### src/sgag_pkg.sv
package sgag_pkg;

  typedef enum logic [1:0] {
    OP_GATHER      = 2'd0,
    OP_SCATTER     = 2'd1,
    OP_SCATTER_ADD = 2'd2,
    OP_SCATTER_ALT = 2'd3
  } op_mode_e;

  typedef enum logic [3:0] {
    REG_OP_MODE        = 4'd0,
    REG_NUM_DIMS       = 4'd1,
    REG_SELECTED_DIM   = 4'd2,
    REG_EXTENTS        = 4'd3,
    REG_INDEX_STRIDES  = 4'd4,
    REG_FULL_STRIDES   = 4'd5,
    REG_REDUCED_STRIDES = 4'd6,
    REG_INDEXED_EXTENT = 4'd7,
    REG_UNUSED_8       = 4'd8,
    REG_UNUSED_9       = 4'd9,
    REG_UNUSED_10      = 4'd10,
    REG_UNUSED_11      = 4'd11,
    REG_UNUSED_12      = 4'd12,
    REG_UNUSED_13      = 4'd13,
    REG_UNUSED_14      = 4'd14,
    REG_UNUSED_15      = 4'd15
  } reg_index_e;

  localparam logic KIND_LINEAR = 1'b0;
  localparam logic KIND_INDEX  = 1'b1;

  typedef struct packed {
    op_mode_e    op_mode;
    logic [2:0]  num_dims;
    logic [1:0]  selected_dim;
    logic [63:0] extents;
    logic [63:0] index_strides;
    logic [63:0] full_strides;
    logic [63:0] reduced_strides;
    logic [15:0] indexed_extent;
  } cfg_t;

  typedef struct packed {
    logic        kind;
    logic [31:0] operand;
  } entry_t;

endpackage

### src/strided_gather_scatter_address_gen_unit.sv
// A linear-number beat leaves the queue and then, for each dimension in use, runs
// a 32-step radix-2 divide and three multiply-accumulate pairs; an index-value
// beat leaves the queue and takes one multiply step and one output step. The back
// end works on one beat at a time, the next one starting the cycle after a result
// is taken; a two-entry queue lets the input side keep accepting. Reset is
// asynchronous, active low, and clears the queue, the pending offsets and the
// configuration.
module strided_gather_scatter_address_gen_unit #(
  parameter int unsigned MAX_DIMS   = 4,
  parameter int unsigned FIELD_BITS = 16
) (
  input  logic         clk_i,
  input  logic         rst_ni,
  input  logic         cfg_valid_i,
  output logic         cfg_ready_o,
  input  logic [3:0]   cfg_index_i,
  input  logic [63:0]  cfg_data_i,
  input  logic         s_tvalid,
  output logic         s_tready,
  // tdata: linear_index [31:0], index_value [63:32].
  input  logic [63:0]  s_tdata,
  // tuser: kind [0].
  input  logic [0:0]   s_tuser,
  output logic         m_tvalid,
  input  logic         m_tready,
  // tdata: index_address [31:0], read_address [63:32], write_address [95:64],
  // in_range [96], accumulate [97], zero fill [103:98].
  output logic [103:0] m_tdata,
  // tuser: answers_kind [0].
  output logic [0:0]   m_tuser
);
  import sgag_pkg::*;

  cfg_t   cfg;
  entry_t q_wdata, q_rdata;
  logic   q_full, q_push, q_pop, q_valid;
  logic   in_range, accumulate;
  logic [31:0] index_address, read_address, write_address;

  sgag_front u_front (
    .clk_i       (clk_i),
    .rst_ni      (rst_ni),
    .cfg_valid_i (cfg_valid_i),
    .cfg_ready_o (cfg_ready_o),
    .cfg_index_i (cfg_index_i),
    .cfg_data_i  (cfg_data_i),
    .in_valid_i  (s_tvalid),
    .in_ready_o  (s_tready),
    .in_kind_i   (s_tuser[0]),
    .in_linear_i (s_tdata[31:0]),
    .in_value_i  (s_tdata[63:32]),
    .q_full_i    (q_full),
    .q_push_o    (q_push),
    .q_data_o    (q_wdata),
    .cfg_o       (cfg)
  );

  sgag_fifo u_fifo (
    .clk_i   (clk_i),
    .rst_ni  (rst_ni),
    .push_i  (q_push),
    .wdata_i (q_wdata),
    .full_o  (q_full),
    .pop_i   (q_pop),
    .valid_o (q_valid),
    .rdata_o (q_rdata)
  );

  sgag_back #(
    .MAX_DIMS   (MAX_DIMS),
    .FIELD_BITS (FIELD_BITS)
  ) u_back (
    .clk_i            (clk_i),
    .rst_ni           (rst_ni),
    .cfg_i            (cfg),
    .q_valid_i        (q_valid),
    .q_data_i         (q_rdata),
    .q_pop_o          (q_pop),
    .out_valid_o      (m_tvalid),
    .out_ready_i      (m_tready),
    .out_kind_o       (m_tuser[0]),
    .out_index_addr_o (index_address),
    .out_read_addr_o  (read_address),
    .out_write_addr_o (write_address),
    .out_in_range_o   (in_range),
    .out_accumulate_o (accumulate)
  );

  assign m_tdata = {6'b0, accumulate, in_range, write_address, read_address, index_address};
endmodule

### src/sgag_fifo.sv
module sgag_fifo (
  input  logic            clk_i,
  input  logic            rst_ni,
  input  logic            push_i,
  input  sgag_pkg::entry_t wdata_i,
  output logic            full_o,
  input  logic            pop_i,
  output logic            valid_o,
  output sgag_pkg::entry_t rdata_o
);
  import sgag_pkg::*;

  entry_t     mem_q [2];
  logic       wptr_q, wptr_d, rptr_q, rptr_d;
  logic [1:0] count_q, count_d;

  assign full_o  = (count_q == 2'd2);
  assign valid_o = (count_q != 2'd0);
  assign rdata_o = mem_q[rptr_q];

  always_comb begin
    wptr_d  = wptr_q;
    rptr_d  = rptr_q;
    count_d = count_q;
    if (push_i) begin
      wptr_d = ~wptr_q;
    end
    if (pop_i) begin
      rptr_d = ~rptr_q;
    end
    if (push_i && !pop_i) begin
      count_d = count_q + 2'd1;
    end else if (pop_i && !push_i) begin
      count_d = count_q - 2'd1;
    end
  end

  always_ff @(posedge clk_i) begin
    if (push_i) begin
      mem_q[wptr_q] <= wdata_i;
    end
  end

  always_ff @(posedge clk_i or negedge rst_ni) begin
    if (!rst_ni) begin
      wptr_q  <= 1'b0;
      rptr_q  <= 1'b0;
      count_q <= 2'd0;
    end else begin
      wptr_q  <= wptr_d;
      rptr_q  <= rptr_d;
      count_q <= count_d;
    end
  end
endmodule

### src/sgag_front.sv
module sgag_front (
  input  logic             clk_i,
  input  logic             rst_ni,
  input  logic             cfg_valid_i,
  output logic             cfg_ready_o,
  input  logic [3:0]       cfg_index_i,
  input  logic [63:0]      cfg_data_i,
  input  logic             in_valid_i,
  output logic             in_ready_o,
  input  logic             in_kind_i,
  input  logic [31:0]      in_linear_i,
  input  logic [31:0]      in_value_i,
  input  logic             q_full_i,
  output logic             q_push_o,
  output sgag_pkg::entry_t q_data_o,
  output sgag_pkg::cfg_t   cfg_o
);
  import sgag_pkg::*;

  cfg_t cfg_q;

  assign cfg_ready_o      = 1'b1;
  assign in_ready_o       = !q_full_i;
  assign q_push_o         = in_valid_i && !q_full_i;
  assign q_data_o.kind    = in_kind_i;
  assign q_data_o.operand = in_kind_i ? in_value_i : in_linear_i;
  assign cfg_o            = cfg_q;

  always_ff @(posedge clk_i or negedge rst_ni) begin
    if (!rst_ni) begin
      cfg_q.op_mode         <= OP_GATHER;
      cfg_q.num_dims        <= 3'd1;
      cfg_q.selected_dim    <= 2'd0;
      cfg_q.extents         <= '0;
      cfg_q.index_strides   <= '0;
      cfg_q.full_strides    <= '0;
      cfg_q.reduced_strides <= '0;
      cfg_q.indexed_extent  <= '0;
    end else if (cfg_valid_i) begin
      unique case (reg_index_e'(cfg_index_i))
        REG_OP_MODE:         cfg_q.op_mode         <= op_mode_e'(cfg_data_i[1:0]);
        REG_NUM_DIMS:        cfg_q.num_dims        <= cfg_data_i[2:0];
        REG_SELECTED_DIM:    cfg_q.selected_dim    <= cfg_data_i[1:0];
        REG_EXTENTS:         cfg_q.extents         <= cfg_data_i;
        REG_INDEX_STRIDES:   cfg_q.index_strides   <= cfg_data_i;
        REG_FULL_STRIDES:    cfg_q.full_strides    <= cfg_data_i;
        REG_REDUCED_STRIDES: cfg_q.reduced_strides <= cfg_data_i;
        REG_INDEXED_EXTENT:  cfg_q.indexed_extent  <= cfg_data_i[15:0];
        default: begin
        end
      endcase
    end
  end
endmodule

### src/sgag_back.sv
module sgag_back #(
  parameter int unsigned MAX_DIMS   = 4,
  parameter int unsigned FIELD_BITS = 16
) (
  input  logic             clk_i,
  input  logic             rst_ni,
  input  sgag_pkg::cfg_t   cfg_i,
  input  logic             q_valid_i,
  input  sgag_pkg::entry_t q_data_i,
  output logic             q_pop_o,
  output logic             out_valid_o,
  input  logic             out_ready_i,
  output logic             out_kind_o,
  output logic [31:0]      out_index_addr_o,
  output logic [31:0]      out_read_addr_o,
  output logic [31:0]      out_write_addr_o,
  output logic             out_in_range_o,
  output logic             out_accumulate_o
);
  import sgag_pkg::*;

  localparam int unsigned DimW = (MAX_DIMS > 1) ? $clog2(MAX_DIMS) : 1;

  typedef enum logic [2:0] {
    S_IDLE, S_DIV, S_MUL, S_ACC, S_IMUL, S_IACC
  } state_e;

  function automatic logic [FIELD_BITS-1:0] field_of(input logic [63:0] p,
                                                     input logic [3:0] d);
    int unsigned sh;
    logic [63:0] s;
    sh = int'(d) * FIELD_BITS;
    s  = p >> (sh % 64);
    if (sh >= 64) begin
      return '0;
    end
    return s[FIELD_BITS-1:0];
  endfunction

  state_e            state_q;
  logic [DimW-1:0]   d_q;
  logic [4:0]        cnt_q;
  logic [1:0]        sel_q;
  logic [31:0]       rem_q, quot_q, prod_q;
  logic [31:0]       idx_acc_q, full_acc_q, red_acc_q;
  logic [31:0]       pend_full_q, pend_red_q;
  logic              val_q, kind_q, inr_q, acc_q;
  logic [31:0]       idx_o_q, rd_o_q, wr_o_q;

  logic [3:0]            d_ext, nd;
  logic [DimW-1:0]       d_start;
  logic [FIELD_BITS-1:0] ext, stride;
  logic [32:0]           shifted;
  logic                  fits;
  logic [31+FIELD_BITS:0] product;
  logic                  skip;
  logic [31:0]           sel_addr, red_next;
  logic                  neg;

  assign d_ext = 4'(d_q);

  always_comb begin
    nd = {1'b0, cfg_i.num_dims};
    if (nd == 4'd0) begin
      nd = 4'd1;
    end
    if (nd > 4'(MAX_DIMS)) begin
      nd = 4'(MAX_DIMS);
    end
    d_start = DimW'(nd - 4'd1);
  end

  assign ext     = field_of(cfg_i.extents, d_ext);
  assign shifted = {rem_q, quot_q[31]};
  assign fits    = shifted >= {17'b0, 16'(ext)};

  always_comb begin
    unique case (sel_q)
      2'd0:    stride = field_of(cfg_i.index_strides, d_ext);
      2'd1:    stride = field_of(cfg_i.full_strides, d_ext);
      default: stride = field_of(cfg_i.reduced_strides, d_ext);
    endcase
    if (state_q == S_IMUL) begin
      stride = field_of(cfg_i.reduced_strides, {2'b0, cfg_i.selected_dim});
    end
  end

  assign product  = rem_q * stride;
  assign skip     = (d_ext == {2'b0, cfg_i.selected_dim});
  assign red_next = skip ? red_acc_q : red_acc_q + prod_q;
  assign sel_addr = pend_red_q + prod_q;
  assign neg      = rem_q[31];

  assign q_pop_o          = (state_q == S_IDLE) && q_valid_i && !val_q;
  assign out_valid_o      = val_q;
  assign out_kind_o       = kind_q;
  assign out_index_addr_o = idx_o_q;
  assign out_read_addr_o  = rd_o_q;
  assign out_write_addr_o = wr_o_q;
  assign out_in_range_o   = inr_q;
  assign out_accumulate_o = acc_q;

  always_ff @(posedge clk_i or negedge rst_ni) begin
    if (!rst_ni) begin
      state_q     <= S_IDLE;
      val_q       <= 1'b0;
      pend_full_q <= '0;
      pend_red_q  <= '0;
      d_q         <= '0;
      cnt_q       <= '0;
      sel_q       <= '0;
    end else begin
      if (val_q && out_ready_i) begin
        val_q <= 1'b0;
      end
      unique case (state_q)
        S_IDLE: begin
          if (q_pop_o) begin
            if (q_data_i.kind) begin
              rem_q   <= q_data_i.operand;
              state_q <= S_IMUL;
            end else begin
              quot_q     <= q_data_i.operand;
              rem_q      <= '0;
              cnt_q      <= '0;
              d_q        <= d_start;
              idx_acc_q  <= '0;
              full_acc_q <= '0;
              red_acc_q  <= '0;
              state_q    <= S_DIV;
            end
          end
        end
        S_DIV: begin
          rem_q  <= fits ? 32'(shifted - {17'b0, 16'(ext)}) : shifted[31:0];
          quot_q <= {quot_q[30:0], fits};
          cnt_q  <= cnt_q + 5'd1;
          if (cnt_q == 5'd31) begin
            sel_q   <= 2'd0;
            state_q <= S_MUL;
          end
        end
        S_MUL: begin
          prod_q  <= product[31:0];
          state_q <= S_ACC;
        end
        S_ACC: begin
          unique case (sel_q)
            2'd0: begin
              idx_acc_q <= idx_acc_q + prod_q;
              sel_q     <= 2'd1;
              state_q   <= S_MUL;
            end
            2'd1: begin
              full_acc_q <= full_acc_q + prod_q;
              sel_q      <= 2'd2;
              state_q    <= S_MUL;
            end
            default: begin
              red_acc_q <= red_next;
              if (d_q == '0) begin
                pend_full_q <= full_acc_q;
                pend_red_q  <= red_next;
                val_q       <= 1'b1;
                kind_q      <= 1'b0;
                idx_o_q     <= idx_acc_q;
                rd_o_q      <= '0;
                wr_o_q      <= '0;
                inr_q       <= 1'b0;
                acc_q       <= 1'b0;
                state_q     <= S_IDLE;
              end else begin
                d_q     <= d_q - DimW'(1);
                rem_q   <= '0;
                cnt_q   <= '0;
                state_q <= S_DIV;
              end
            end
          endcase
        end
        S_IMUL: begin
          prod_q  <= product[31:0];
          state_q <= S_IACC;
        end
        S_IACC: begin
          val_q   <= 1'b1;
          kind_q  <= 1'b1;
          idx_o_q <= '0;
          inr_q   <= !neg && (rem_q < {16'b0, cfg_i.indexed_extent});
          if (cfg_i.op_mode == OP_GATHER) begin
            rd_o_q <= sel_addr;
            wr_o_q <= pend_full_q;
            acc_q  <= 1'b0;
          end else begin
            rd_o_q <= pend_full_q;
            wr_o_q <= sel_addr;
            acc_q  <= (cfg_i.op_mode == OP_SCATTER_ADD);
          end
          state_q <= S_IDLE;
        end
        default: state_q <= S_IDLE;
      endcase
    end
  end
endmodule

### config.mk
export PLATFORM = sky130hd
export DESIGN_NAME = strided_gather_scatter_address_gen_unit
export DESIGN_NICKNAME = d
export VERILOG_FILES = /design/src/sgag_pkg.sv /design/src/strided_gather_scatter_address_gen_unit.sv /design/src/sgag_fifo.sv /design/src/sgag_front.sv /design/src/sgag_back.sv
export SDC_FILE = /design/constraint.sdc
export NUM_CORES = 2
export LEC_CHECK = 0
export BUFFER_PORTS_ARGS = -buffer_cell sky130_fd_sc_hd__buf_2
export CAP_MARGIN = 20
export CORE_AREA = 2 2 384 386
export CTS_CLUSTER_SIZE = 12
export DETAILED_ROUTE_END_ITERATION = 7
export DIE_AREA = 0 0 386 388
export HOLD_SLACK_MARGIN = 0.12
export PLACE_DENSITY = 0.58
export SYNTH_ARGS = -nofsm -noshare
export SYNTH_HDL_FRONTEND = slang
export SYNTH_HIERARCHICAL = 1
export SYNTH_SLANG_ARGS = --single-unit
### constraint.sdc
create_clock -name clk_i -period 10.7 [get_ports clk_i]
set_input_delay 2.14 -clock clk_i [delete_from_list [all_inputs] [get_ports clk_i]]
set_output_delay 2.14 -clock clk_i [all_outputs]
set_load 0.005 [all_outputs]
==> results.md <==
* RSZ-0062 raised after global routing: false
* Ys flop type: dfrtp_1
* Min-delay src: u_fifo/count_q[1]
* Post-synth EDFFs at 357
* Worst setup path startpoint: u_back/d_q[0]
* Minimum clock period at 9030 ps
* Worst r2r src: u_back/d_q[0]
* WL/cell at 19.3 µm
* Slew at the pin with the worst max-slew slack at 1120 ps
* Clock slew at reported path FFs at 70 ps
* First-pass GRT wire length at 204 mm
* Skew final at 36.5 ps
* Mapped Cells at 4595
* R2R Setup Slk at 1670 ps
* Final setup vio count at 0
* Root Buffer Master: clkbuf_16
* Total global routing track utilization at 0.174
* Synth warn at 6
* Worst hold endpoint: u_fifo/count_q[1]
* Clock Sinks at 717
* Die Y at 388 µm
* Global route overflow at 0
* Number of I/O pins at 246
* Synth Area per Inst at 11.0 µm²
* Sequential element share of the synthesized area at 0.390
* Share of post-route cells with drive strength above 1 at 0.176
* Synth top area share at 0.212
* Post-synth cell types at 95
* Largest net degree at the start of global routing at 97
* Fillers at 14200
* Required @ worst endpoint at 11120 ps
* Via-to-Cell Ratio at 5.07
* Max H-tree Level at 3
* CP Launch Type: flip-flop
* Hold Vio Cnt, Final at 0
* Row Count at 140
* Flops & latches, synth at 717
* CTS tree: built
* Crit-path max FO at 41
* Remaining antenna violation count after routing at 0
* Max Root-Sink Buffers at 3
* Port Buffers at 238
* Yosys top cell by area: edfxtp_1
* CP arrival at 9450 ps
* Antenna violations before repair at 4
* Post-DP HPWL at 93.5 mm
* DR iter-0 viols at 2114
* Sum Neg Setup Slack at 0 ps
* Die W at 386 µm
* DRC at 0
* Synth async-reset ratio at 0.502
* CP endpoint kind: flip-flop
* Die ar. at 150000 µm²
* Vias in the first global route at 34900
* Initial DRT Pass Iterations at 6
* Critical path class: reg -> reg
* Vias post-DR at 34100
* Reg-to-reg endpoint: u_back/prod_q[30]
* Worst setup margin at 1670 ps
* Dpl ws at 1650 ps
* WHS Path Cells at 1
* Initial Util at 0.348
* Total core area at 145000 µm²
* Worst-Skew Late Latency at 710 ps
* Max Clock Freq at 111 MHz
* Setup repair bufs after CTS at 0
* Relative slew margins at 0.250
* Reg2reg path depth at 23
* Worst hold-check path type: reg -> reg
* Max-slew violation count at 0
* Final wirelength at 130 mm
* Cell area after synthesis at 50600 µm²
* Tcrit/Tclk final at 0.844
* Clock buffer count from CTS at 79
* Layout area overhead at 10.8%
* Nets@finish at 5417
* GP Congestion at 0.861
* Outcome: finished clean
* Largest cells by area after synthesis: edfxtp_1 (21%), dfrtp_1 (18%), fa_1 (12%), mux2_4 (6.0%), ha_1 (5.5%)
* Hold_buf cts at 0
* Number of max-cap violations at 0
* PostCTS Resize Cnt at 0
through the flow:
stage	std cells	cell area [µm²]	util	hold slack, ps
2_1_floorplan	4600	50600	-	445
3_3_place_gp	6579	53400	0.368	467
3_5_place_dp	6579	53400	0.368	475
4_1_cts	6725	56000	0.385	487
5_1_grt	6729	56100	0.386	515
6_report	6731	56100	0.386	491
layout make-up:
class | instances | area (µm²) | share of cell area
clock inverter | 33 | 399 | 0.00712
multi-input combinational | 3239 | 28100 | 0.501
clock buffer | 113 | 2190 | 0.0390
timing repair buffer | 298 | 1720 | 0.0306
tap | 1917 | 2400 | 0.0428
inverter | 412 | 1550 | 0.0276
sequential | 717 | 19700 | 0.352
antenna | 2 | 5.00 | 0.0000893
state kept, by name, summed over array words and instances (netlist names), 2 cells and up:
name	flops
u_back/pend_full_q	32
u_back/state_q	3
u_back/quot_q	32
u_back/d_q	2
u_back/out_index_addr_o	32
u_back/rem_q	32
u_back/pend_red_q	32
u_back/red_acc_q	32
u_fifo/count_q	2
u_front/cfg_o	279
u_back/full_acc_q	32
u_back/sel_q	2
u_fifo/mem_q	66
u_back/out_read_addr_o	32
u_back/prod_q	32
u_back/cnt_q	5
u_back/out_write_addr_o	32
u_back/idx_acc_q	32
placed cells by master, fill, tap and decap left out, drive strengths merged, types with 69 or more instances in the layout:
cell type	count
nand3	78
ha	223
edfxtp	357
buf	298
fa	309
xor2	69
a21oi	196
inv	415
nand2	701
dfrtp	359
o21ai	172
mux4	73
clkbuf	113
xnor2	105
nor2	202
a21o	74
mux2	350
and2	158
kinds of logic after synthesis:
group	Yosys count	synth area share
and+or+nand+nor	1399	0.128
DFF	717	0.390
AOI/OAI and AO/OA	662	0.0820
buffers and inverters	644	0.0581
adders and majority gates	532	0.177
muxes	464	0.134
xor gates and xnor gates	175	0.0307
other	2	0.000148
cell usage after synthesis (all sizes together), types with 29 or more instances:
cell type and n:
o21ai 172, mux2 350, ha 223, mux4 73, mux2i 41, a21oi 196, o21a 30, fa 309
and2 158, nor3 57, edfxtp 357, xnor2 105, nand2b 37, a21o 74, nand2 701, nand3 78
nor2 202, buf 88, dfrtp 359, a31oi 29, nor2b 49, inv 412, xor2 69, clkbuf 144
worst max-delay path, cell delays in order (launching register included):
cell and delay [ps]:
dfrtp_4 950, buf_4 550, mux4_1 330, nor2b_1 50
o311ai_0 320, o21a_1 860, nand2_1 160, fa_1 490
fa_1 570, fa_1 430, fa_1 530, fa_1 430
fa_1 490, inv_1 40, ha_1 330, a21o_1 180
a21o_1 170, a21o_1 180, a2111oi_0 400, a31oi_1 220
a221oi_1 390, nor2b_1 110, o31ai_1 310, o21ai_0 130
per-layer routing:
layer	global-route usage	part of all wire	up-vias
met4	0.0400	0.018	0
met2	0.293	0.48	845
met3	0.0228	0.048	136
met5	0	0	-
li1	-	-	16000
met1	0.238	0.45	17100
how the worst max path moves through the flow:
stage	slack [ps]	depth (start not counted)	endpoint
floorplan	3100	2	u_back/out_accumulate_o
global placement	1650	23	u_back/prod_q[30]
detailed placement	1650	23	u_back/prod_q[30]
CTS	1570	23	u_back/prod_q[30]
global route	1060	23	u_back/prod_q[30]
finish	1670	23	u_back/prod_q[30]
Power is left out: the tool's default activity adds up to more than one toggle a clock period on the data nets, which glitch-free logic cannot reach.
